<file path="config.mk">
export PLATFORM = sky130hd
export DESIGN_NAME = dad_dp
export DESIGN_NICKNAME = d
export VERILOG_FILES = /design/src/rtl/core/dad_pkg.sv /design/src/rtl/core/dad_dp.sv
export SDC_FILE = /design/constraint.sdc
export NUM_CORES = 1
export LEC_CHECK = 0
export BUFFER_PORTS_ARGS = -buffer_cell sky130_fd_sc_hd__buf_2
export CAP_MARGIN = 0
export CORE_ASPECT_RATIO = 0.5
export CORE_UTILIZATION = 38
export DETAILED_ROUTE_END_ITERATION = 8
export HOLD_SLACK_MARGIN = 0.03
export PLACE_DENSITY_LB_ADDON = 0.12
export SLEW_MARGIN = 20
export SYNTH_ARGS = -nofsm -noshare
export SYNTH_HDL_FRONTEND = slang
export SYNTH_SLANG_ARGS = --single-unit
</file>
<file path="constraint.sdc">
create_clock -name clock -period 6.29 [get_ports clock]
set_input_delay 0.629 -clock clock [delete_from_list [all_inputs] [get_ports clock]]
set_output_delay 0.629 -clock clock [all_outputs]
set_load 0.01 [all_outputs]
</file>
<file path="src/rtl/core/dad_pkg.sv">
// Package for the date add-days core: widths, microcode format, program and calendar tables.
`default_nettype none

package dad_pkg;

   // Field widths of the item payloads
   localparam int DAY_W   = 5;
   localparam int MONTH_W = 4;
   localparam int YEAR_W  = 14;
   localparam int COUNT_W = 16;

   // Day-of-year values reach 366
   localparam int DOY_W  = 9;
   // Step counter and microcode word fields
   localparam int PC_W   = 4;
   localparam int ARG_W  = 3;
   localparam int UCODE_DEPTH = 16;

   localparam logic [MONTH_W-1:0] MONTH_JAN = 4'd1;
   localparam logic [MONTH_W-1:0] MONTH_DEC = 4'd12;
   localparam logic [DOY_W-1:0]   DAYS_LEAP_YEAR   = 9'd366;
   localparam logic [DOY_W-1:0]   DAYS_COMMON_YEAR = 9'd365;
   localparam logic [YEAR_W-1:0]  CYCLE_400_LAST   = 14'd399;

   // Datapath operations
   typedef enum logic [3:0] {
      OP_NOP,
      OP_LOAD,
      OP_R400,
      OP_CLAMP,
      OP_DOY_ADD,
      OP_YEAR_FIRST,
      OP_YEAR_STEP,
      OP_SPLIT_INIT,
      OP_SPLIT_STEP,
      OP_OUT
   } op_type;

   // Sequencing conditions
   typedef enum logic [2:0] {
      COND_NEXT,
      COND_JUMP,
      COND_REQ,
      COND_RSP,
      COND_I_LT_M,
      COND_X_LE_REM,
      COND_X_GT_LEN,
      COND_SPLIT
   } cond_type;

   typedef struct packed {
      op_type               op;
      cond_type             cond;
      logic [PC_W-1:0]      target;
      logic [ARG_W-1:0]     arg;
   } ucode_type;

   // Flags from the datapath that steer conditional jumps
   typedef struct packed {
      logic i_lt_m;
      logic x_le_rem;
      logic x_gt_len;
      logic split_go;
   } dp_flags_type;

   // Step addresses used as jump targets
   localparam logic [PC_W-1:0] STEP_IDLE       = 4'd0;
   localparam logic [PC_W-1:0] STEP_R400_FIRST = 4'd1;
   localparam logic [PC_W-1:0] STEP_DOY_LOOP   = 4'd8;
   localparam logic [PC_W-1:0] STEP_YEAR_LOOP  = 4'd10;
   localparam logic [PC_W-1:0] STEP_SPLIT_INIT = 4'd11;
   localparam logic [PC_W-1:0] STEP_SPLIT_LOOP = 4'd12;

   // The program: one control word per step
   localparam ucode_type UCODE_ROM [UCODE_DEPTH] = '{
      '{OP_LOAD,       COND_REQ,      STEP_R400_FIRST, 3'd0},  // wait for an item
      '{OP_R400,       COND_NEXT,     STEP_IDLE,       3'd0},  // year mod 400, 12800
      '{OP_R400,       COND_NEXT,     STEP_IDLE,       3'd1},  // 6400
      '{OP_R400,       COND_NEXT,     STEP_IDLE,       3'd2},  // 3200
      '{OP_R400,       COND_NEXT,     STEP_IDLE,       3'd3},  // 1600
      '{OP_R400,       COND_NEXT,     STEP_IDLE,       3'd4},  // 800
      '{OP_R400,       COND_NEXT,     STEP_IDLE,       3'd5},  // 400
      '{OP_CLAMP,      COND_NEXT,     STEP_IDLE,       3'd0},  // clamp day
      '{OP_DOY_ADD,    COND_I_LT_M,   STEP_DOY_LOOP,   3'd0},  // day of year
      '{OP_YEAR_FIRST, COND_X_LE_REM, STEP_SPLIT_INIT, 3'd0},  // rest of start year
      '{OP_YEAR_STEP,  COND_X_GT_LEN, STEP_YEAR_LOOP,  3'd0},  // whole years
      '{OP_SPLIT_INIT, COND_NEXT,     STEP_IDLE,       3'd0},
      '{OP_SPLIT_STEP, COND_SPLIT,    STEP_SPLIT_LOOP, 3'd0},  // month and day
      '{OP_OUT,        COND_RSP,      STEP_IDLE,       3'd0},  // present result
      '{OP_NOP,        COND_JUMP,     STEP_IDLE,       3'd0},
      '{OP_NOP,        COND_JUMP,     STEP_IDLE,       3'd0}
   };

   // Subtrahends for the restoring mod-400 reduction
   function automatic logic [YEAR_W-1:0] r400_sub(input logic [ARG_W-1:0] arg);
      logic [YEAR_W-1:0] val;
      case (arg)
         3'd0:    val = 14'd12800;
         3'd1:    val = 14'd6400;
         3'd2:    val = 14'd3200;
         3'd3:    val = 14'd1600;
         3'd4:    val = 14'd800;
         3'd5:    val = 14'd400;
         default: val = 14'd0;
      endcase
      return val;
   endfunction

   // Month length, February follows the leap flag
   function automatic logic [DAY_W-1:0] month_len(input logic [MONTH_W-1:0] mon,
                                                  input logic leap);
      logic [DAY_W-1:0] val;
      case (mon)
         4'd2:    val = leap ? 5'd29 : 5'd28;
         4'd4:    val = 5'd30;
         4'd6:    val = 5'd30;
         4'd9:    val = 5'd30;
         4'd11:   val = 5'd30;
         default: val = 5'd31;
      endcase
      return val;
   endfunction

endpackage

`default_nettype wire

</file>
<file path="src/rtl/core/dad_dp.sv">
// Datapath: date registers, mod-400 year residue and the calendar arithmetic.
`default_nettype none

module dad_dp import dad_pkg::*; (
   input  wire logic               clock,
   input  wire logic               reset,
   input  wire ucode_type          uword,
   input  wire logic               req_fire,
   input  wire logic [DAY_W-1:0]   start_day,
   input  wire logic [MONTH_W-1:0] start_month,
   input  wire logic [YEAR_W-1:0]  start_year,
   input  wire logic [COUNT_W-1:0] days_to_add,
   output dp_flags_type            flags,
   output logic [DAY_W-1:0]        result_day,
   output logic [MONTH_W-1:0]      result_month,
   output logic [YEAR_W-1:0]       result_year
);

   logic [DOY_W-1:0]   acc_ff,  acc_in;
   logic [COUNT_W-1:0] x_ff,    x_in;
   logic [YEAR_W-1:0]  y_ff,    y_in;
   logic [YEAR_W-1:0]  r400_ff, r400_in;
   logic [MONTH_W-1:0] m_ff,    m_in;
   logic [MONTH_W-1:0] i_ff,    i_in;

   logic               leap;
   logic [DOY_W-1:0]   len_y;
   logic [DAY_W-1:0]   len_i;
   logic [DAY_W-1:0]   len_m;
   logic [DOY_W-1:0]   rem;
   logic [YEAR_W-1:0]  sub;
   logic [YEAR_W-1:0]  r400_inc;
   logic [MONTH_W-1:0] mon_clamped;

   // Leap rule on the year residue mod 400
   always_comb begin
      leap  = (r400_ff[1:0] == 2'd0) && (r400_ff != 14'd100) &&
              (r400_ff != 14'd200) && (r400_ff != 14'd300);
      len_y = leap ? DAYS_LEAP_YEAR : DAYS_COMMON_YEAR;
      len_i = month_len(i_ff, leap);
      len_m = month_len(m_ff, leap);
      rem   = len_y - acc_ff;
      sub   = r400_sub(uword.arg);
      r400_inc = (r400_ff == CYCLE_400_LAST) ? '0 : r400_ff + 1'b1;
      if (start_month == '0) begin
         mon_clamped = MONTH_JAN;
      end else if (start_month > MONTH_DEC) begin
         mon_clamped = MONTH_DEC;
      end else begin
         mon_clamped = start_month;
      end
   end

   // Jump flags
   always_comb begin
      flags.i_lt_m   = i_ff < m_ff;
      flags.x_le_rem = x_ff <= COUNT_W'(rem);
      flags.x_gt_len = x_ff > COUNT_W'(len_y);
      flags.split_go = (m_ff < MONTH_DEC) && (acc_ff > DOY_W'(len_m));
   end

   // Register updates per operation
   always_comb begin
      acc_in  = acc_ff;
      x_in    = x_ff;
      y_in    = y_ff;
      r400_in = r400_ff;
      m_in    = m_ff;
      i_in    = i_ff;
      case (uword.op)
         OP_LOAD: begin
            if (req_fire) begin
               acc_in  = DOY_W'(start_day);
               x_in    = days_to_add;
               y_in    = start_year;
               r400_in = start_year;
               m_in    = mon_clamped;
            end
         end
         OP_R400: begin
            if (r400_ff >= sub) begin
               r400_in = r400_ff - sub;
            end
         end
         OP_CLAMP: begin
            if (acc_ff == '0) begin
               acc_in = DOY_W'(1);
            end else if (acc_ff > DOY_W'(len_m)) begin
               acc_in = DOY_W'(len_m);
            end
            i_in = MONTH_JAN;
         end
         OP_DOY_ADD: begin
            if (flags.i_lt_m) begin
               acc_in = acc_ff + DOY_W'(len_i);
               i_in   = i_ff + 1'b1;
            end
         end
         OP_YEAR_FIRST: begin
            if (flags.x_le_rem) begin
               acc_in = acc_ff + DOY_W'(x_ff);
            end else begin
               x_in    = x_ff - COUNT_W'(rem);
               y_in    = y_ff + 1'b1;
               r400_in = r400_inc;
            end
         end
         OP_YEAR_STEP: begin
            if (flags.x_gt_len) begin
               x_in    = x_ff - COUNT_W'(len_y);
               y_in    = y_ff + 1'b1;
               r400_in = r400_inc;
            end else begin
               acc_in = DOY_W'(x_ff);
            end
         end
         OP_SPLIT_INIT: begin
            m_in = MONTH_JAN;
         end
         OP_SPLIT_STEP: begin
            if (flags.split_go) begin
               acc_in = acc_ff - DOY_W'(len_m);
               m_in   = m_ff + 1'b1;
            end
         end
         default: begin
         end
      endcase
   end

   always_ff @(posedge clock) begin
      acc_ff  <= acc_in;
      x_ff    <= x_in;
      y_ff    <= y_in;
      r400_ff <= r400_in;
      m_ff    <= m_in;
      i_ff    <= i_in;
   end

   assign result_day   = acc_ff[DAY_W-1:0];
   assign result_month = m_ff;
   assign result_year  = y_ff;

   // A presented result has a day of 1 to 31 and a month of 1 to 12
   ap_out_date: assert property (@(posedge clock) disable iff (reset)
      uword.op == OP_OUT |-> (acc_ff != '0 && acc_ff <= DOY_W'(31) &&
                              m_ff != '0 && m_ff <= MONTH_DEC))
      else $error("result date out of range");

   // Year residue is reduced before years are stepped
   ap_r400_reduced: assert property (@(posedge clock) disable iff (reset)
      (uword.op == OP_YEAR_STEP || uword.op == OP_YEAR_FIRST) |->
         r400_ff <= CYCLE_400_LAST)
      else $error("year residue not reduced");

endmodule

`default_nettype wire

</file>
* Word level (Yosys, flattened, before mapping)
Cells that the tools add are included.
** Word-level totals
- Register bits after elaboration :: 61
- Output and inout bits :: 27
- Logic and storage cells :: 113
** Cells by class
- Add/sub/neg operators :: 11
- Magnitude comparators :: 7
- Equality and inequality tests :: 36
- Mux-type cells :: 33
- Reductions and logical operators :: 20
** Operators by type and width (count)
- $mux W14 :: 7
- $pmux W14 S6 :: 1
- $mux W9 :: 7
- $pmux W14 S4 :: 1
- $pmux W9 S6 :: 1
- $mux W16 :: 3
- $pmux W16 S3 :: 1
- $pmux W14 S3 :: 1
- $eq A4 B3 Y1 const B :: 8
- $sub A16 B9 Y16 :: 2
- $add A14 B1 Y14 const B :: 2
- $eq A4 B4 Y1 const B :: 5
- $mux W4 :: 5
- $eq A4 B2 Y1 const B :: 4
- $gt A16 B9 Y1 :: 1
- $le A16 B9 Y1 :: 1
- $ne A2 B2 Y1 const B :: 8
- $eq A14 B9 Y1 const B :: 1
- $ge A14 B14 Y1 :: 1
- $ne A14 B7 Y1 const B :: 1
- $ne A14 B8 Y1 const B :: 1
- $ne A14 B9 Y1 const B :: 1
- $sub A14 B14 Y14 :: 1
- $pmux W4 S3 :: 1
- 33 further kinds :: 42

* Depth between registers and ports, before layout
- Word-level depth :: 10
- Gate-level depth with buffers :: 19
- Gate-level depth less buffers :: 19

* Worst setup path after synthesis
OpenSTA, ideal clock, no wires.
- Kind :: register to register
- Start point :: reg r400_ff[0]
- End point :: reg y_ff[0], in the netlist result_year[0], enable pin
- Arrival :: 5787 ps
- Data required time :: 5829 ps
- Slack :: 42 ps
- Stages on the path, launching flop included :: 17
- Clock period less this slack :: 6248 ps
- Cells stage by stage :: edfxtp_1 inv_1 ha_1 nand3b_1 or3_1 o221ai_2 inv_1 ha_1 inv_1 fa_1 fa_1 and2b_1 o31a_1 o2111ai_2 and2_1 o211a_1 nor3b_1
** On the way
- Word-level cells in the longest chain between the ends :: 9
- Elaborated cells between the ends (all ways) :: 14
- Classes of those cells :: 1 x add/sub; 2 x order compare; 5 x eq/ne; 1 x mux; 5 x reduce/logical
** RTL lines
- start, declared :: RTL line dad_dp.sv:22 : logic [YEAR_W-1:0] r400_ff, r400_in;
- start signal, assigned :: RTL line dad_dp.sv:135 : r400_ff <= r400_in;
- $ne A14 B7 Y1 / $logic_not A2 Y1 (equally long branches) :: RTL line dad_dp.sv:37 : leap = (r400_ff[1:0] == 2'd0) && (r400_ff != 14'd100) &&
- $logic_and A1 B1 Y1 (2 in a row) :: RTL line dad_dp.sv:37
- $logic_and A1 B1 Y1 * :: RTL line dad_dp.sv:38 : (r400_ff != 14'd200) && (r400_ff != 14'd300);
- $mux W2 * :: RTL line dad_dp.sv:39 : len_y = leap ? DAYS_LEAP_YEAR : DAYS_COMMON_YEAR;
- $sub A9 B9 Y9 :: RTL line dad_dp.sv:42 : rem = len_y - acc_ff;
- $le A16 B9 Y1 :: RTL line dad_dp.sv:57 : flags.x_le_rem = x_ff <= COUNT_W'(rem);
- $ne A2 B2 Y1 (no source line)
- $reduce_and A4 Y1 (no source line) *
- end signal, assigned :: RTL line dad_dp.sv:134 : y_ff <= y_in;
- end, declared :: RTL line dad_dp.sv:21 : logic [YEAR_W-1:0] y_ff, y_in;
Mark *: on every way between the ends. The rest lies on a longest branch, timed or not.
A chain may end at the register's enable or synchronous reset.

==> out/qor.yml <==
run_status:
  outcome: "finished, final reports clean"
job:
  cap_violations: 0
route:
  ant_nets: 0
  first_iter_violations: 402
  avgViaCountPerCell: 5.58
  firstDrtPassIters: 5
  route.detailed.drc: 0
  detail_route.wl_per_cell_um: 17.6
  drt_wl_total_mm: 17.5
  num_vias: 5554
layout:
  nets: 881
  fill_cells: 1599
  antenna_cells: 0
  stdcell_count: 996
  drive_gt1_share_pct: 15.5
  syn2layout_area_growth_pct: 13.3
  final_util_pct: 44.9
cts:
  cts_hold_buf: 0
  cts_buffer_depth: 2
  postCtsSetupBuffers: 0
  cts.clk_slew.worst_paths_ns: 0.06
  cts_buffers: 9
  cts-root-buf: "clkbuf_16"
  clock-sinks: 61
  ctsResizeCount: 0
  cts_tree: "yes"
  h-tree-depth: 3
  clk_latency_ns: 0.34
synth:
  yosysSeqAreaShare_pct: 29.4
  yosysWarnings: 0
  synth_nets: 824
  syn_area_per_cell_um2: 8.75
  ys_seq_elements: 61
  syn_inst: 713
  netlist-cell-type-count: 75
  synth_ff_type: "edfxtp_1"
  netlist_area_mm2: 0.00624
  synth-async-reset-ratio_pct: 0
  synth_edf_count: 61
power:
  irDropWorstVdd_v: 0.000126
  p_leak_nw: 2.80
  finalPower_mw: 1.46
  clockPowerShare_pct: 38.1
  p_seq_share_pct: 35.4
  p_switching_uw: 465
  p_comb_share_pct: 26.5
  p_sw_share_pct: 31.9
  p_per_area_mw_per_mm2: 207
  p_int_uw: 994
global_route:
  antenna_found_initial: 0
  track_usage_pct: 21.0
  grt_pass1_vias: 5240
  grt_overflow: 0
  grt_pass1_wl_mm: 27.6
  grt_max_degree: 45
setup_path:
  worst_ep_required_time_ns: 5.66
  start_kind: "flip-flop"
  critical-path-slowest-cell: "a311oi_1"
  end_kind: "output port"
  max_stage_delay_ns: 0.71
  crit_type: "reg2out"
  cp_max_fo: 6
  cp.arrival_ns: 5.05
  path_cells: "inv_1 > ha_1 > nand3b_1 > or3_1 > o221ai_2 > inv_1 > ha_1 > inv_1 > fa_1 > nor2_1 > o21a_1 > a21oi_1 > xnor2_1 > ha_1 > and2_1 > a311oi_1 > and2_1 > o21a_1 > buf_2"
  cp_num_buf_inv: 4
  crit_family: "compound AO/OA/AOI/OAI gates"
floorplanning:
  dieWidth_um: 183
  core-area_mm2: 0.0157
  dieHeight_um: 92.6
  rows: 32
  initial_utilization_pct: 39.6
  ios: 83
  die_area_mm2: 0.0170
timing:
  slew_headroom_pct: 34.4
  fin_crit_sh_pct: 90.3
  hold_viol: 0
  clock_skew_ns: 0.0121
  rsz0062_at_grt: "false"
  hold-worst-slack_ns: 0.569
  fin_crit_ns: 5.68
  finalSetupViolations: 0
  fmax_mhz: 176
  worstMarginPinSlew_ns: 0.981
  fin_setup_tns_ns: 0
  finalMaxSlewViolations: 0
worst_hold_path:
  hp-class: "in2reg"
placed_design:
  portBuffers: 74
  dp_cells: 980
  dp_hpwl_mm: 13.3
  finalWeightedCongestion: 0.829
-- power groups by stage --
| stage | clock [mW] | combinational, mW | sequential (mW) |
|---|---|---|---|
| after floorplan | 0 | 0.298 | 0.510 |
| after global placement | 0 | 0.379 | 0.524 |
| after detailed placement | 0 | 0.384 | 0.525 |
| after CTS | 0.565 | 0.386 | 0.517 |
| after global routing | 0.581 | 0.432 | 0.521 |
| final | 0.556 | 0.387 | 0.517 |
-- logic make-up after synthesis --
family,count (synthesis),share of synthesized area (%)
AO/OA/AOI/OAI,187,20.2
XOR/XNOR,75,10.5
adder cells (fa/ha/maj),55,11.8
buffers and inverters,62,4.93
flip-flops,61,29.4
multiplexers,9,1.50
AND/OR/NAND/NOR,264,21.8
-- routing by layer --
metal / vias up / track usage [%] / share of wire, %
li1: 2738 / - / -
met1: 2668 / 28.9 / 49
met2: 131 / 33.9 / 45
met3: 17 / 3.93 / 4.7
met4: 0 / 5.21 / 1.2
met5: - / 0 / 0
-- registers in the layout, indices dropped and copies added, names as in the netlist --
name / flops
x_ff: 16
result_year: 14
r400_ff: 14
i_ff: 4
result_month: 4
acc_ff: 9
-- metrics by stage --
step | worst slack, ns | instance area, µm²
floorplan | 0.0423 | 6240
global placement | 1.02 | 6740
detailed placement | 0.922 | 6740
CTS | 0.630 | 7070
global route | 0.304 | 7070
finish | 0.609 | 7070
-- cells in the mapped netlist, drive strengths merged, types with 3 or more instances --
library cell	instances	area share [%]
a311oi	3	0.42
a221o	3	0.48
nand4	4	0.40
a31oi	6	0.60
nor2	51	3.2
o21a	4	0.48
clkbuf	13	0.82
o2111ai	4	0.66
or3	9	0.90
fa	6	1.9
o21ai	57	4.6
edfxtp	61	29
nor2b	14	1.4
a21oi	32	2.6
nand3	26	2.1
and3	16	1.6
nand2b	19	1.9
mux2i	6	0.96
inv	28	1.7
nand3b	5	0.60
nor3	17	1.4
xor2	36	5.1
nor4	6	1.1
o221ai	13	1.9
and2	4	0.40
a22oi	14	1.7
mux2	3	0.54
a211oi	7	0.92
nand2	76	4.6
nor3b	4	0.48
ha	49	9.8
or2	6	0.60
buf	21	2.4
xnor2	39	5.5
a21o	9	1.1
o211ai	9	1.1
-- area by class of cell --
class                           count  area, µm²  share of cell area (%)
Clock buffer                        9        225                    3.19
Clock inverter                      7       97.6                    1.38
Inverter                           28        105                    1.49
Multi-Input combinational cell    590       4120                    58.2
Sequential cell                    61       1830                    25.9
Tap cell                          221        277                    3.91
Timing Repair Buffer               80        415                    5.88
-- layout by cell type, fill, tap and decap left out, types with 7 or more instances in the layout --
cell	count
a21o_1	9
a21oi_1	32
a22oi_1	14
and3_1	15
buf_2	74
clkbuf_16	9
edfxtp_1	61
ha_1	49
inv_1	28
nand2_1	75
nand2b_1	18
nand3_1	26
nor2_1	50
nor2b_1	14
nor3_1	17
o211ai_1	9
o21ai_0	49
o21ai_1	7
o221ai_1	12
or3_1	9
xnor2_1	39
xor2_1	36
-- path summary, 6_finish.rpt --
kind / endpoint / slack [ns] / depth (start not counted) / from
max: flags[2] / 0.61 / 19 / r400_ff[0]
min: acc_ff[1] / 0.57 / 2 / start_day[1]
max reg2reg: acc_ff[8] / 0.90 / 19 / r400_ff[0]
min reg2reg: result_year[0] / 0.67 / 1 / result_year[0]
(Power assumes the default switching activity.)
