### src/rtl/core/dad_pkg.sv
// Package for the date add-days core: widths, microcode format, program and calendar tables.
`default_nettype none

package dad_pkg;

   // Field widths of the item payloads
   localparam int DAY_W   = 5;
   localparam int MONTH_W = 4;
   localparam int YEAR_W  = 14;
   localparam int COUNT_W = 16;

   // Day-of-year values reach 366
   localparam int DOY_W  = 9;
   // Step counter and microcode word fields
   localparam int PC_W   = 4;
   localparam int ARG_W  = 3;
   localparam int UCODE_DEPTH = 16;

   localparam logic [MONTH_W-1:0] MONTH_JAN = 4'd1;
   localparam logic [MONTH_W-1:0] MONTH_DEC = 4'd12;
   localparam logic [DOY_W-1:0]   DAYS_LEAP_YEAR   = 9'd366;
   localparam logic [DOY_W-1:0]   DAYS_COMMON_YEAR = 9'd365;
   localparam logic [YEAR_W-1:0]  CYCLE_400_LAST   = 14'd399;

   // Datapath operations
   typedef enum logic [3:0] {
      OP_NOP,
      OP_LOAD,
      OP_R400,
      OP_CLAMP,
      OP_DOY_ADD,
      OP_YEAR_FIRST,
      OP_YEAR_STEP,
      OP_SPLIT_INIT,
      OP_SPLIT_STEP,
      OP_OUT
   } op_type;

   // Sequencing conditions
   typedef enum logic [2:0] {
      COND_NEXT,
      COND_JUMP,
      COND_REQ,
      COND_RSP,
      COND_I_LT_M,
      COND_X_LE_REM,
      COND_X_GT_LEN,
      COND_SPLIT
   } cond_type;

   typedef struct packed {
      op_type               op;
      cond_type             cond;
      logic [PC_W-1:0]      target;
      logic [ARG_W-1:0]     arg;
   } ucode_type;

   // Flags from the datapath that steer conditional jumps
   typedef struct packed {
      logic i_lt_m;
      logic x_le_rem;
      logic x_gt_len;
      logic split_go;
   } dp_flags_type;

   // Step addresses used as jump targets
   localparam logic [PC_W-1:0] STEP_IDLE       = 4'd0;
   localparam logic [PC_W-1:0] STEP_R400_FIRST = 4'd1;
   localparam logic [PC_W-1:0] STEP_DOY_LOOP   = 4'd8;
   localparam logic [PC_W-1:0] STEP_YEAR_LOOP  = 4'd10;
   localparam logic [PC_W-1:0] STEP_SPLIT_INIT = 4'd11;
   localparam logic [PC_W-1:0] STEP_SPLIT_LOOP = 4'd12;

   // The program: one control word per step
   localparam ucode_type UCODE_ROM [UCODE_DEPTH] = '{
      '{OP_LOAD,       COND_REQ,      STEP_R400_FIRST, 3'd0},  // wait for an item
      '{OP_R400,       COND_NEXT,     STEP_IDLE,       3'd0},  // year mod 400, 12800
      '{OP_R400,       COND_NEXT,     STEP_IDLE,       3'd1},  // 6400
      '{OP_R400,       COND_NEXT,     STEP_IDLE,       3'd2},  // 3200
      '{OP_R400,       COND_NEXT,     STEP_IDLE,       3'd3},  // 1600
      '{OP_R400,       COND_NEXT,     STEP_IDLE,       3'd4},  // 800
      '{OP_R400,       COND_NEXT,     STEP_IDLE,       3'd5},  // 400
      '{OP_CLAMP,      COND_NEXT,     STEP_IDLE,       3'd0},  // clamp day
      '{OP_DOY_ADD,    COND_I_LT_M,   STEP_DOY_LOOP,   3'd0},  // day of year
      '{OP_YEAR_FIRST, COND_X_LE_REM, STEP_SPLIT_INIT, 3'd0},  // rest of start year
      '{OP_YEAR_STEP,  COND_X_GT_LEN, STEP_YEAR_LOOP,  3'd0},  // whole years
      '{OP_SPLIT_INIT, COND_NEXT,     STEP_IDLE,       3'd0},
      '{OP_SPLIT_STEP, COND_SPLIT,    STEP_SPLIT_LOOP, 3'd0},  // month and day
      '{OP_OUT,        COND_RSP,      STEP_IDLE,       3'd0},  // present result
      '{OP_NOP,        COND_JUMP,     STEP_IDLE,       3'd0},
      '{OP_NOP,        COND_JUMP,     STEP_IDLE,       3'd0}
   };

   // Subtrahends for the restoring mod-400 reduction
   function automatic logic [YEAR_W-1:0] r400_sub(input logic [ARG_W-1:0] arg);
      logic [YEAR_W-1:0] val;
      case (arg)
         3'd0:    val = 14'd12800;
         3'd1:    val = 14'd6400;
         3'd2:    val = 14'd3200;
         3'd3:    val = 14'd1600;
         3'd4:    val = 14'd800;
         3'd5:    val = 14'd400;
         default: val = 14'd0;
      endcase
      return val;
   endfunction

   // Month length, February follows the leap flag
   function automatic logic [DAY_W-1:0] month_len(input logic [MONTH_W-1:0] mon,
                                                  input logic leap);
      logic [DAY_W-1:0] val;
      case (mon)
         4'd2:    val = leap ? 5'd29 : 5'd28;
         4'd4:    val = 5'd30;
         4'd6:    val = 5'd30;
         4'd9:    val = 5'd30;
         4'd11:   val = 5'd30;
         default: val = 5'd31;
      endcase
      return val;
   endfunction

endpackage

`default_nettype wire

### src/rtl/core/dad_seq.sv
// Microcode sequencer: step counter, program lookup and conditional jumps.
`default_nettype none

module dad_seq import dad_pkg::*; (
   input  wire logic          clock,
   input  wire logic          reset,
   input  wire logic          req_fire,
   input  wire logic          rsp_fire,
   input  wire dp_flags_type  flags,
   output ucode_type          uword
);

   logic [PC_W-1:0] pc_ff;
   logic [PC_W-1:0] pc_in;
   logic [PC_W-1:0] pc_inc;

   // Control word for the current step
   always_comb begin
      uword = UCODE_ROM[pc_ff];
   end

   // Next step
   always_comb begin
      pc_inc = pc_ff + 1'b1;
      case (uword.cond)
         COND_NEXT:     pc_in = pc_inc;
         COND_JUMP:     pc_in = uword.target;
         COND_REQ:      pc_in = req_fire ? uword.target : pc_ff;
         COND_RSP:      pc_in = rsp_fire ? uword.target : pc_ff;
         COND_I_LT_M:   pc_in = flags.i_lt_m   ? uword.target : pc_inc;
         COND_X_LE_REM: pc_in = flags.x_le_rem ? uword.target : pc_inc;
         COND_X_GT_LEN: pc_in = flags.x_gt_len ? uword.target : pc_inc;
         COND_SPLIT:    pc_in = flags.split_go ? uword.target : pc_inc;
         default:       pc_in = STEP_IDLE;
      endcase
   end

   always_ff @(posedge clock) begin
      if (reset) begin
         pc_ff <= STEP_IDLE;
      end else begin
         pc_ff <= pc_in;
      end
   end

   // An accepted item starts the program
   ap_req_start: assert property (@(posedge clock) disable iff (reset)
      req_fire |=> pc_ff == STEP_R400_FIRST)
      else $error("accepted item did not start the program");

   // A delivered result returns to idle
   ap_rsp_idle: assert property (@(posedge clock) disable iff (reset)
      rsp_fire |=> pc_ff == STEP_IDLE)
      else $error("sequencer did not return to idle after delivery");

   // A waiting result is not abandoned
   ap_out_hold: assert property (@(posedge clock) disable iff (reset)
      (uword.op == OP_OUT && !rsp_fire) |=> uword.op == OP_OUT)
      else $error("result dropped while stalled");

endmodule

`default_nettype wire

### config.mk
export PLATFORM = sky130hd
export DESIGN_NAME = dad_seq
export DESIGN_NICKNAME = d
export VERILOG_FILES = /design/src/rtl/core/dad_pkg.sv /design/src/rtl/core/dad_seq.sv
export SDC_FILE = /design/constraint.sdc
export NUM_CORES = 1
export LEC_CHECK = 0
export BUFFER_PORTS_ARGS = -buffer_cell sky130_fd_sc_hd__buf_2
export CAP_MARGIN = 30
export CORE_MARGIN = 8
export CORE_UTILIZATION = 45
export CTS_CLUSTER_SIZE = 28
export DETAILED_ROUTE_END_ITERATION = 10
export GPL_ROUTABILITY_DRIVEN = 0
export PLACE_DENSITY = 0.74
export SYNTH_ARGS = -nofsm -noshare
export SYNTH_HDL_FRONTEND = slang
export SYNTH_SLANG_ARGS = --single-unit
### constraint.sdc
create_clock -name clock -period 2 [get_ports clock]
set_input_delay 0.3 -clock clock [delete_from_list [all_inputs] [get_ports clock]]
set_output_delay 0.3 -clock clock [all_outputs]
set_load 0.05 [all_outputs]
# After elaboration in Yosys (flattened, before gate mapping)
# Memories as Yosys holds them, arrays and structs flattened.
# Cells that the tools add are included.
# W data, S select, Z words.
dict set report word_totals {
  reg_bits 4
  latchBits 0
  mem_bits_rw 0
  mem_bits_ro 224
  elab_cells 25
  mem_count 1
}
dict set report op_classes {
  add_sub_neg 1
  multipliers 0
  n_div 0
  order_cmp 1
  n_eq_ne 9
  n_shift 0
  n_mux 9
  bitwise 1
  n_reduce_logical 2
}
# memory words width rd rd_clocked_by_memory_dff wr line_no
set mem_list {}
lappend mem_list {{(no name shown)} 16 14 1 0 0 dad_seq.sv:19} ;# uword = UCODE_ROM[pc_ff];
# operator n
set ops {}
lappend ops {{$pmux W4 S8} 1}
lappend ops {{$mux W14} 2}
lappend ops {{$mux W4} 6}
lappend ops {{$eq A3 B3 Y1 const B} 4}
lappend ops {{$eq A3 B2 Y1 const B} 2}
lappend ops {{$ge A5 B5 Y1 const B} 1}
lappend ops {{$not A4 Y5} 1}
lappend ops {{$add A4 B1 Y4 const B} 1}
lappend ops {{$ne A2 B2 Y1 const B} 2}
lappend ops {{$eq A3 B1 Y1 const B} 1}
lappend ops {{$logic_not A3 Y1} 1}
lappend ops {{$reduce_and A2 Y1} 1}

# Longest topological paths before layout
# Gate-level depths: netlist (run 1).
dict set report logic_depth {
  ltp_word 7
  ltp_mapped 9
  mapped_depth_nobuf 7
}

# Least setup slack after synthesis (run 1)
# Ideal clock, no wire load.
dict set report synth_path {
  path_kind {register to output}
  start {register pc_ff[0]}
  end {output port uword[11] in the netlist's numbering}
  arrival_ps 1932
  t_required_ps 1700
  path_slack_ps -232
  path_stages_with_launch 7
  path_buffers 1
  path_cell_list {dfxtp_1 > inv_1 > ha_1 > nor2b_1 > and2_1 > clkbuf_2 > nor2_1}
}
# element line_no
set synth_lines {}
lappend synth_lines {{start, declared} dad_seq.sv:13} ;# logic [PC_W-1:0] pc_ff;
lappend synth_lines {{start signal, assigned} dad_seq.sv:42} ;# pc_ff <= pc_in;
lappend synth_lines {{end, declared} dad_seq.sv:10} ;# output ucode_type uword

==> impl_metrics.json, run 1 <==
{
  "run_status": "complete, no violations",
  "fin_total_pwr_mw": 1.69,
  "r2r_start": "pc_ff[0]",
  "timing.critical_path.slowest_cell_delay_ps": 360,
  "wl_mm": 2.10,
  "clockBufferDepth": 2,
  "biggestRegsByFlops": "pc_ff x4",
  "vias_in_the_first_global_route": 836,
  "postSynthRegisterBits": 4,
  "largest_register": "pc_ff",
  "clkPwrFrac_pct": 5.5,
  "maximum_number_of_pins_on_one_net_before_global_route_repair": 21,
  "cts_setup_buffers": 0,
  "maxSlewViolCount": 0,
  "grt-ovfl-total": 0,
  "hold_viol_final": 0,
  "drt-initial-drc-count": 22,
  "setup_slack_ps": 57.5,
  "drt_first_pass_iters": 4,
  "r2r_setup_slack_ps": 140,
  "post-route-period-util_pct": 97.1,
  "post-route-min-period_ps": 1940,
  "yosysMostFrequentCell": "a21oi_1",
  "dieHeight_um": 55.8,
  "syn_inst": 96,
  "end_kind": "output port",
  "cellLeakagePower_nw": 0.448,
  "cts-root-buf": "clkbuf_4",
  "syn_to_final_growth_pct": 37.0,
  "crit_path_start_kind": "register",
  "min_to": "pc_ff[0]",
  "route.vias.total": 812,
  "antennaDiodeCount": 0,
  "synth_warnings": 0,
  "max-cap-violations": 0,
  "dpl.hpwl_mm": 1.69,
  "ys_top_cells_by_count": "a21oi_1 (10), inv_1 (8), nor2_1 (7)",
  "fillCellCount": 129,
  "final-setup-viol-count": 0,
  "syn_avg_cell_area_um2": 7.43,
  "cp_max_delay_cell": "dfxtp_2",
  "number_of_h_tree_levels": 1,
  "clock_insertion_delay_worst_skew_ps": 230,
  "netlist_area_um2": 713,
  "worst_pin_slew_ps": 363,
  "post-synth-top-area-cell": "dfxtp_1",
  "cp.required_ps": 1700,
  "remaining_design_rule_violation_count": 0,
  "grt_first_pass_wirelength_mm": 3.66,
  "critical_path_peak_fanout": 7,
  "hold_path_class": "in -> reg",
  "design.portCount": 22,
  "area_of_the_placeable_core_um2": 1490,
  "groute.usage.overall_pct": 13.3,
  "die_area_um2": 3110,
  "crit_type": "reg -> out",
  "cell_internal_pwr_uw": 730,
  "crit_arrival_ps": 1640,
  "layout.nets": 139,
  "clock_sink_count": 4,
  "placement.setup.worst_slack_ps": 49.7,
  "cts_buffers": 3,
  "slew_headroom_pct": 75.7,
  "effective_utilization_at_floorplan_pct": 47.9,
  "drive_gt1_share_pct": 46.0,
  "synth-async-reset-ratio_pct": 0,
  "cts_tree": "built",
  "cp_num_cells": 6,
  "cts.clk_slew.worst_paths_ps": 30,
  "yosysSeqAreaShare_pct": 11.2,
  "synth.net_count": 109,
  "skew_ps": 0.679,
  "timing.critical_path.cells": "inv_1 -> ha_2 -> nor2b_2 -> and2_4 -> or2_4 -> buf_6",
  "grt_setup_unrepaired": "true",
  "drtAntennaViolNets": 0,
  "power.combinational.fraction_pct": 85.9,
  "synth_top_area_share_pct": 11.2,
  "pwr-share-seq_pct": 8.5,
  "number_of_synthesized_flops_with_an_enable_pin": 0,
  "cp_top_family": "simple AND/OR/NAND/NOR gates",
  "post_drt_wl_per_cell_um": 15.0,
  "fmax_ghz": 0.515,
  "largest_reg_flops": 4,
  "timing.hold.worst.start": "reset",
  "port_buffers": 21,
  "crit_buf_inv": 2,
  "r2r_end": "pc_ff[0]",
  "peak_supply_drop_mv": 1.03,
  "synth_cell_type_count": 38,
  "powerDensity_nw_per_um2": 1730,
  "floorplan.rows": 14,
  "worst_hold_path.num_cells": 2,
  "die_x_um": 55.8,
  "antenna_violations_before_repair": 0,
  "r2r.worst_path.cells": 8,
  "ys.flop_type": "dfxtp_1",
  "swShare_pct": 56.9,
  "synth_top_cells_by_area": "dfxtp_1 (11%), ha_1 (8.8%), mux2i_1 (8.4%), a21oi_1 (7.0%), inv_1 (4.2%)",
  "detail_route.vias_per_cell": 5.80,
  "p_sw_uw": 962
}
-- layout make-up --
class | count | area (um^2) | area share, %
tap | 16 | 20.0 | 2.05
clock buffer | 3 | 22.5 | 2.30
inverter | 8 | 30.0 | 3.07
timing repair buffer | 34 | 226 | 23.2
sequential | 4 | 83.8 | 8.58
multi-input combinational | 75 | 594 | 60.8
-- timing repair --
item                       4_1_cts  5_1_grt
pin swaps                        0        0
setup endpoints to repair        3        9
gates resized for setup          7       11
hold buffers                     0        0
-- metal layers --
| layer | vias to the layer above | wire length, um | GRT usage, % |
|---|---|---|---|
| met5 | - | 0 | 0 |
| met1 | 387 | 965 | 16.2 |
| met2 | 22 | 1040 | 22.9 |
| li1 | 403 | - | - |
| met3 | 0 | 86 | 1.83 |
| met4 | 0 | 0 | 4.81 |
-- metrics by stage --
step	cells	util, %	hold slack, ps	setup TNS [ps]	cell area (um^2)
2_1_floorplan	96	-	368	-15.3	726
3_3_place_gp	137	61.1	520	0	910
3_5_place_dp	137	61.1	533	0	910
4_1_cts	140	63.9	287	0	952
5_1_grt	140	65.6	302	-16.5	977
6_report	140	65.6	301	0	977
-- power by group through the flow --
stage          Combinational [mW]  Clock (mW)  Sequential [mW]
6_report                     1.45      0.0937            0.144
5_1_grt                      1.55       0.103            0.149
2_1_floorplan                1.01           0            0.137
3_5_place_dp                 1.36           0            0.141
4_1_cts                      1.41      0.0985            0.144
3_3_place_gp                 1.34           0            0.137
-- worst max path at each step --
stage,startpoint,slack [ps],end
3_3_place_gp,pc_ff[1],70,pc_ff[2]
2_1_floorplan,pc_ff[0],-20,uword[11]
5_1_grt,pc_ff[1],-20,uword[8]
4_1_cts,pc_ff[0],10,uword[8]
3_5_place_dp,pc_ff[1],50,pc_ff[2]
6_report,pc_ff[0],60,uword[8]
-- cell usage in the layout, fill, tap and decap left out, types with 3 or more instances in the layout --
cell / n
buf_2: 18
buf_4: 14
inv_1: 8
a21oi_1: 8
mux2i_1: 5
nor2_1: 5
o21ai_0: 5
nand2_1: 4
ha_1: 4
nand2b_1: 3
nand3_1: 3
clkbuf_4: 3
dfxtp_2: 3
-- cell families (layout without fill, tap and decap cells) --
logic type,after synthesis,after routing,synth area share [%]
multiplexers,6,6,8.42
flip-flops,4,4,11.2
AO/OA/AOI/OAI,33,33,35.4
adder cells (fa/ha/maj),5,5,8.77
buffers and inverters,17,45,11.4
AND/OR/NAND/NOR,31,31,24.7
-- worst reg2reg max path, cell delays in order (launching register included) --
cell	delay, ps
dfxtp_2	360
inv_1	70
buf_4	150
ha_1	240
buf_4	160
o21ai_0	150
a21oi_1	90
a211oi_1	350
a311oi_2	160
Note: power is estimated with default switching activity, not from simulation.
==> run 2: changes to the inputs <==
Settings changed: CORE_MARGIN 8 to default.
==> run 2 against run 1 <==
Sequential share of layout area barely moved. Clock skew rose by 2.6 ps. Register-to-register slack got worse by 20 ps. Largest power group unchanged. Largest cell class unchanged. Die area fell by 44%. Sequential cell count did not move. Utilization fell by 2.7 points. Routed wire length fell by 2.9%. Critical path depth rose by 1. Clock power rose by 4.5%.
==> impl_metrics.json, run 2 (same netlist as run 1, synthesis figures left out) <==
{
  "maximum_number_of_pins_on_one_net_before_global_route_repair": 13,
  "max-cap-violations": 0,
  "final_core_util_pct": 62.9,
  "maxSlewViolCount": 0,
  "r2r.worst_path.cells": 7,
  "clkPwrFrac_pct": 5.9,
  "critical_path.endpoint": "uword[8]",
  "post-route-min-period_ps": 1930,
  "antenna_violations_before_repair": 0,
  "slew_headroom_pct": 77.1,
  "fillCellCount": 127,
  "syn_to_final_growth_pct": 31.4,
  "swShare_pct": 58.8,
  "grt_setup_unrepaired": "false",
  "design.portCount": 22,
  "cts_buffers": 3,
  "powerDensity_nw_per_um2": 1780,
  "use_met3_pct": 4.78,
  "remaining_design_rule_violation_count": 0,
  "peak_supply_drop_mv": 0.928,
  "die_x_um": 41.8,
  "end_kind": "output port",
  "cp.required_ps": 1700,
  "final-instance-count-excl-fill": 137,
  "grt-ovfl-total": 0,
  "setup_slack_ps": 70.4,
  "detail_route.vias_per_cell": 6.06,
  "pwr-share-seq_pct": 8.3,
  "critical_path_peak_fanout": 5,
  "cts_tree": "built",
  "power.combinational.fraction_pct": 85.8,
  "hold_viol_final": 0,
  "placement.setup.worst_slack_ps": 27.2,
  "layout_commonest_cell": "buf_2",
  "largest_register": "pc_ff",
  "biggestRegsByFlops": "pc_ff x4",
  "drtAntennaViolNets": 0,
  "crit_buf_inv": 3,
  "post-route-period-util_pct": 96.5,
  "r2r_end": "pc_ff[0]",
  "worstSetupStartpoint": "pc_ff[0]",
  "setup_tns_ps": 0,
  "timing.critical_path.slowest_cell_delay_ps": 330,
  "floorplan.rows": 14,
  "cts-root-buf": "clkbuf_4",
  "crit_path_start_kind": "register",
  "cts.clk_slew.worst_paths_ps": 40,
  "area_of_the_placeable_core_um2": 1490,
  "fin_total_pwr_mw": 1.67,
  "clockBufferDepth": 2,
  "cell_internal_pwr_uw": 687,
  "groute.usage.overall_pct": 23.7,
  "port_buffers": 21,
  "worst_pin_slew_ps": 340,
  "crit_arrival_ps": 1630,
  "r2r_setup_slack_ps": 120,
  "layout.nets": 136,
  "hold_path_class": "in -> reg",
  "wl_mm": 2.04,
  "route.vias.total": 830,
  "largest_reg_flops": 4,
  "number_of_h_tree_levels": 1,
  "drive_gt1_share_pct": 41.3,
  "cellLeakagePower_nw": 0.423,
  "dpl.hpwl_mm": 1.50,
  "run_status": "complete, no violations",
  "timing.critical_path.cells": "inv_1 -> buf_4 -> ha_1 -> nand2b_1 -> a21oi_4 -> or2_4 -> buf_6",
  "p_sw_uw": 981,
  "dp.cells": 133,
  "crit_type": "reg -> out",
  "cp_top_family": "simple AND/OR/NAND/NOR gates",
  "grt_util_met1_pct": 30.9,
  "clock_insertion_delay_worst_skew_ps": 230,
  "clock_sink_count": 4,
  "grt_first_pass_wirelength_mm": 3.26,
  "effective_utilization_at_floorplan_pct": 47.9,
  "r2r_start": "pc_ff[0]",
  "grt.busiest_layer": "met2",
  "cp_max_delay_cell": "dfxtp_1",
  "post_drt_wl_per_cell_um": 14.9,
  "vias_in_the_first_global_route": 762,
  "final-setup-viol-count": 0,
  "drt-initial-drc-count": 15,
  "antennaDiodeCount": 0,
  "die_area_um2": 1750,
  "cp_num_cells": 7,
  "most_used_cells_in_the_layout_excluding_fill_and_tap_cells": "buf_2 (18), buf_4 (12), inv_1 (8), a21oi_1 (8), nor2_1 (6)",
  "skew_ps": 3.31,
  "fmax_ghz": 0.518,
  "met2_usage_pct": 38.4,
  "dieHeight_um": 41.8,
  "cts_hold_buffers": 0,
  "drt_first_pass_iters": 4
}
[run 2: cell types whose count changed in the layout (fill, tap and decap cells not counted), sizes merged]
| cell | delta |
|---|---|
| buf | -3 |
[run 2: worst min-delay path by stage]
stage               end  startpoint  cells after the start
2_1_floorplan  pc_ff[0]       reset                      1
3_3_place_gp   pc_ff[0]       reset                      2
3_5_place_dp   pc_ff[0]       reset                      2
4_1_cts        pc_ff[0]       reset                      2
5_1_grt        pc_ff[0]       reset                      2
6_report       pc_ff[0]       reset                      2
[run 2: repair_timing]
item	in CTS	in global routing
setup buffers	0	1
resized for setup	5	8
cloned	0	0
setup endpoints to repair	4	10
[run 2: stage by stage]
step / hold slack (ps) / area, um^2
floorplan: 368 / 726
global placement: 530 / 867
detailed placement: 532 / 867
CTS: 287 / 903
global route: 308 / 937
finish: 310 / 937
[run 2: final cells by class]
| type | count | area, um^2 | share of cell area [%] |
|---|---|---|---|
| clock buffer | 3 | 22.5 | 2.40 |
| inverter | 8 | 30.0 | 3.20 |
| multi-input combinational | 75 | 593 | 63.3 |
| sequential | 4 | 80.1 | 8.54 |
| tap | 16 | 20.0 | 2.14 |
| timing repair buffer | 31 | 191 | 20.4 |
[run 2: power groups by stage]
stage               Sequential (mW)  Combinational, mW  Clock (mW)
global placement              0.138               1.29           0
global route                  0.144               1.52       0.106
detailed placement            0.138               1.30           0
CTS                           0.136               1.33       0.102
floorplan                     0.137               1.01           0
finish                        0.139               1.43      0.0979
[run 2: worst register-to-register path, delay by kind of cell (launching register included)]
family / cells / cell delay, ps
mux: 1 / 320
fa+ha+maj: 1 / 300
buf+inv: 1 / 170
flops: 1 / 300
compound gates: 4 / 700
[run 2: metal layers]
layer,vias up,wire (um),part of all wire (%)
li1,401,-,-
met5,-,0,0
met4,0,0,0
met1,393,932,46
met2,36,969,48
met3,0,133,6.5
==> run 3: changes to the inputs <==
Settings changed: CORE_UTILIZATION 45 to 54, PLACE_DENSITY 0.74 to 0.84.
Clock period 2 ns to 2.4 ns, I/O delays scaled along.
==> run 3 against run 2 <==
Via count is 7.2% lower. Sequential cell count stayed put. Utilization is 8.7 points higher. Die area is 16% lower. Routed wire length is 13% lower. Clock power is 17% lower. Critical path type unchanged. Worst setup slack better by 77 ps. Non-clock buffer count is 6 lower. Clock-buffer cell count stayed put. Sequential share of layout area is 0.99 points higher. Hold slack better by 43 ps. Sequential power is 9% lower. Largest cell class unchanged.
==> impl_metrics.json, run 3 (same netlist as run 1, synthesis figures left out) <==
{
  "run_status": "complete, no violations",
  "crit_type": "reg -> out",
  "powerDensity_nw_per_um2": 1450,
  "end_kind": "output port",
  "die_x_um": 38.3,
  "vias_in_the_first_global_route": 635,
  "drtAntennaViolNets": 0,
  "cp.required_ps": 2040,
  "largest_register": "pc_ff",
  "worst_pin_slew_ps": 451,
  "antenna_violations_before_repair": 0,
  "grt_setup_unrepaired": "false",
  "die_area_um2": 1470,
  "r2r_start": "pc_ff[0]",
  "cts-root-buf": "clkbuf_4",
  "critical_path_peak_fanout": 7,
  "effective_utilization_at_floorplan_pct": 60.9,
  "dpl.hpwl_mm": 1.35,
  "grt_first_pass_wirelength_mm": 2.82,
  "area_of_the_placeable_core_um2": 1170,
  "number_of_h_tree_levels": 1,
  "multi_input_area_um2": 554,
  "final_core_util_pct": 71.7,
  "syn_to_final_growth_pct": 17.7,
  "post_drt_wl_per_cell_um": 13.7,
  "biggestRegsByFlops": "pc_ff x4",
  "cts.clk_slew.worst_paths_ps": 30,
  "most_used_cells_in_the_layout_excluding_fill_and_tap_cells": "buf_2 (21), a21oi_1 (10), inv_1 (8)",
  "layout.nets": 130,
  "route.vias.total": 770,
  "wl_mm": 1.77,
  "post-route-period-util_pct": 93.9,
  "cts_tree": "built",
  "design.portCount": 22,
  "slew_headroom_pct": 69.9,
  "hold_ws_ps": 353,
  "hold_viol_final": 0,
  "peak_supply_drop_mv": 0.781,
  "detailroute.wirelength.met2_um": 802,
  "wl_met3_um": 145,
  "crit_path_start_kind": "register",
  "hold_path_class": "in -> reg",
  "clock_insertion_delay_worst_skew_ps": 230,
  "worstSetupStartpoint": "pc_ff[0]",
  "drt_first_pass_iters": 4,
  "area.sequential_um2": 80.1,
  "cts_hold_buffers": 0,
  "met1_length_um": 824,
  "cts_setup_buffers": 0,
  "final_instance_area_um2": 840,
  "port_buffers": 21,
  "cts_repair_resize_count": 0,
  "fmax_ghz": 0.444,
  "cellLeakagePower_nw": 0.391,
  "drt-initial-drc-count": 32,
  "antennaDiodeCount": 0,
  "floorplan.rows": 12,
  "crit_arrival_ps": 1890,
  "grt-ovfl-total": 0,
  "setup_slack_ps": 147,
  "cts_buffers": 3,
  "placement.setup.worst_slack_ps": 351,
  "remaining_design_rule_violation_count": 0,
  "highest-signal-layer": "met3",
  "fillCellCount": 108,
  "maximum_number_of_pins_on_one_net_before_global_route_repair": 14,
  "layout_commonest_cell": "buf_2",
  "dieHeight_um": 38.3,
  "timing.hold.worst.start": "reset",
  "post-route-min-period_ps": 2250,
  "clock_sink_count": 4,
  "final-setup-viol-count": 0,
  "largest_reg_flops": 4,
  "skew_ps": 6.02,
  "max-cap-violations": 0,
  "groute.usage.overall_pct": 27.1,
  "drive_gt1_share_pct": 30.4,
  "setup_tns_ps": 0,
  "detail_route.vias_per_cell": 5.97,
  "place_area_um2": 815,
  "clockBufferDepth": 2,
  "maxSlewViolCount": 0
}
[run 3: cell count changes in the layout (fill, tap and decap cells not counted), sizes merged]
| cell | previous run | this run |
|---|---|---|
| buf | 31 | 25 |
[run 3: final timing paths]
| check | end | slack (ps) | depth (start not counted) |
|---|---|---|---|
| hold / removal | pc_ff[0] | 350 | 2 |
| setup / recovery | uword[8] | 150 | 6 |
| setup reg to reg | pc_ff[0] | 410 | 7 |
| hold reg to reg | pc_ff[1] | 670 | 3 |
[run 3: cell type report]
| type | instances | area share, % |
|---|---|---|
| tap | 14 | 2.09 |
| clock buffer | 3 | 2.68 |
| multi-input combinational | 75 | 66.0 |
| timing repair buffer | 25 | 16.1 |
| sequential | 4 | 9.54 |
| inverter | 8 | 3.58 |
[run 3: power breakdown]
part / leakage (nW) / switching [mW] / internal [mW]
combinational: 0.345 / 0.689 / 0.318
sequential: 0.0328 / 0.0372 / 0.0899
clock: 0.0138 / 0.0259 / 0.0558
total: 0.391 / 0.752 / 0.464
[run 3: per-layer routing]
metal  vias to the layer above  global-route usage (%)
li1                        389                       -
met1                       340                    36.6
met2                        41                    47.0
met3                         0                    3.49
met4                         0                    2.59
met5                         -                       0
[run 3: worst max-delay path, stage by stage, from the launching register on]
cell and delay, ps:
dfxtp_1 300, inv_1 160, ha_2 270, nor2b_1 220
and2_1 270, or2_2 180, buf_2 260
[run 3: through the flow]
step	total power, mW	cells
finish	1.22	129
CTS	1.21	129
global placement	1.10	126
floorplan	0.927	96
detailed placement	1.12	126
global route	1.30	129
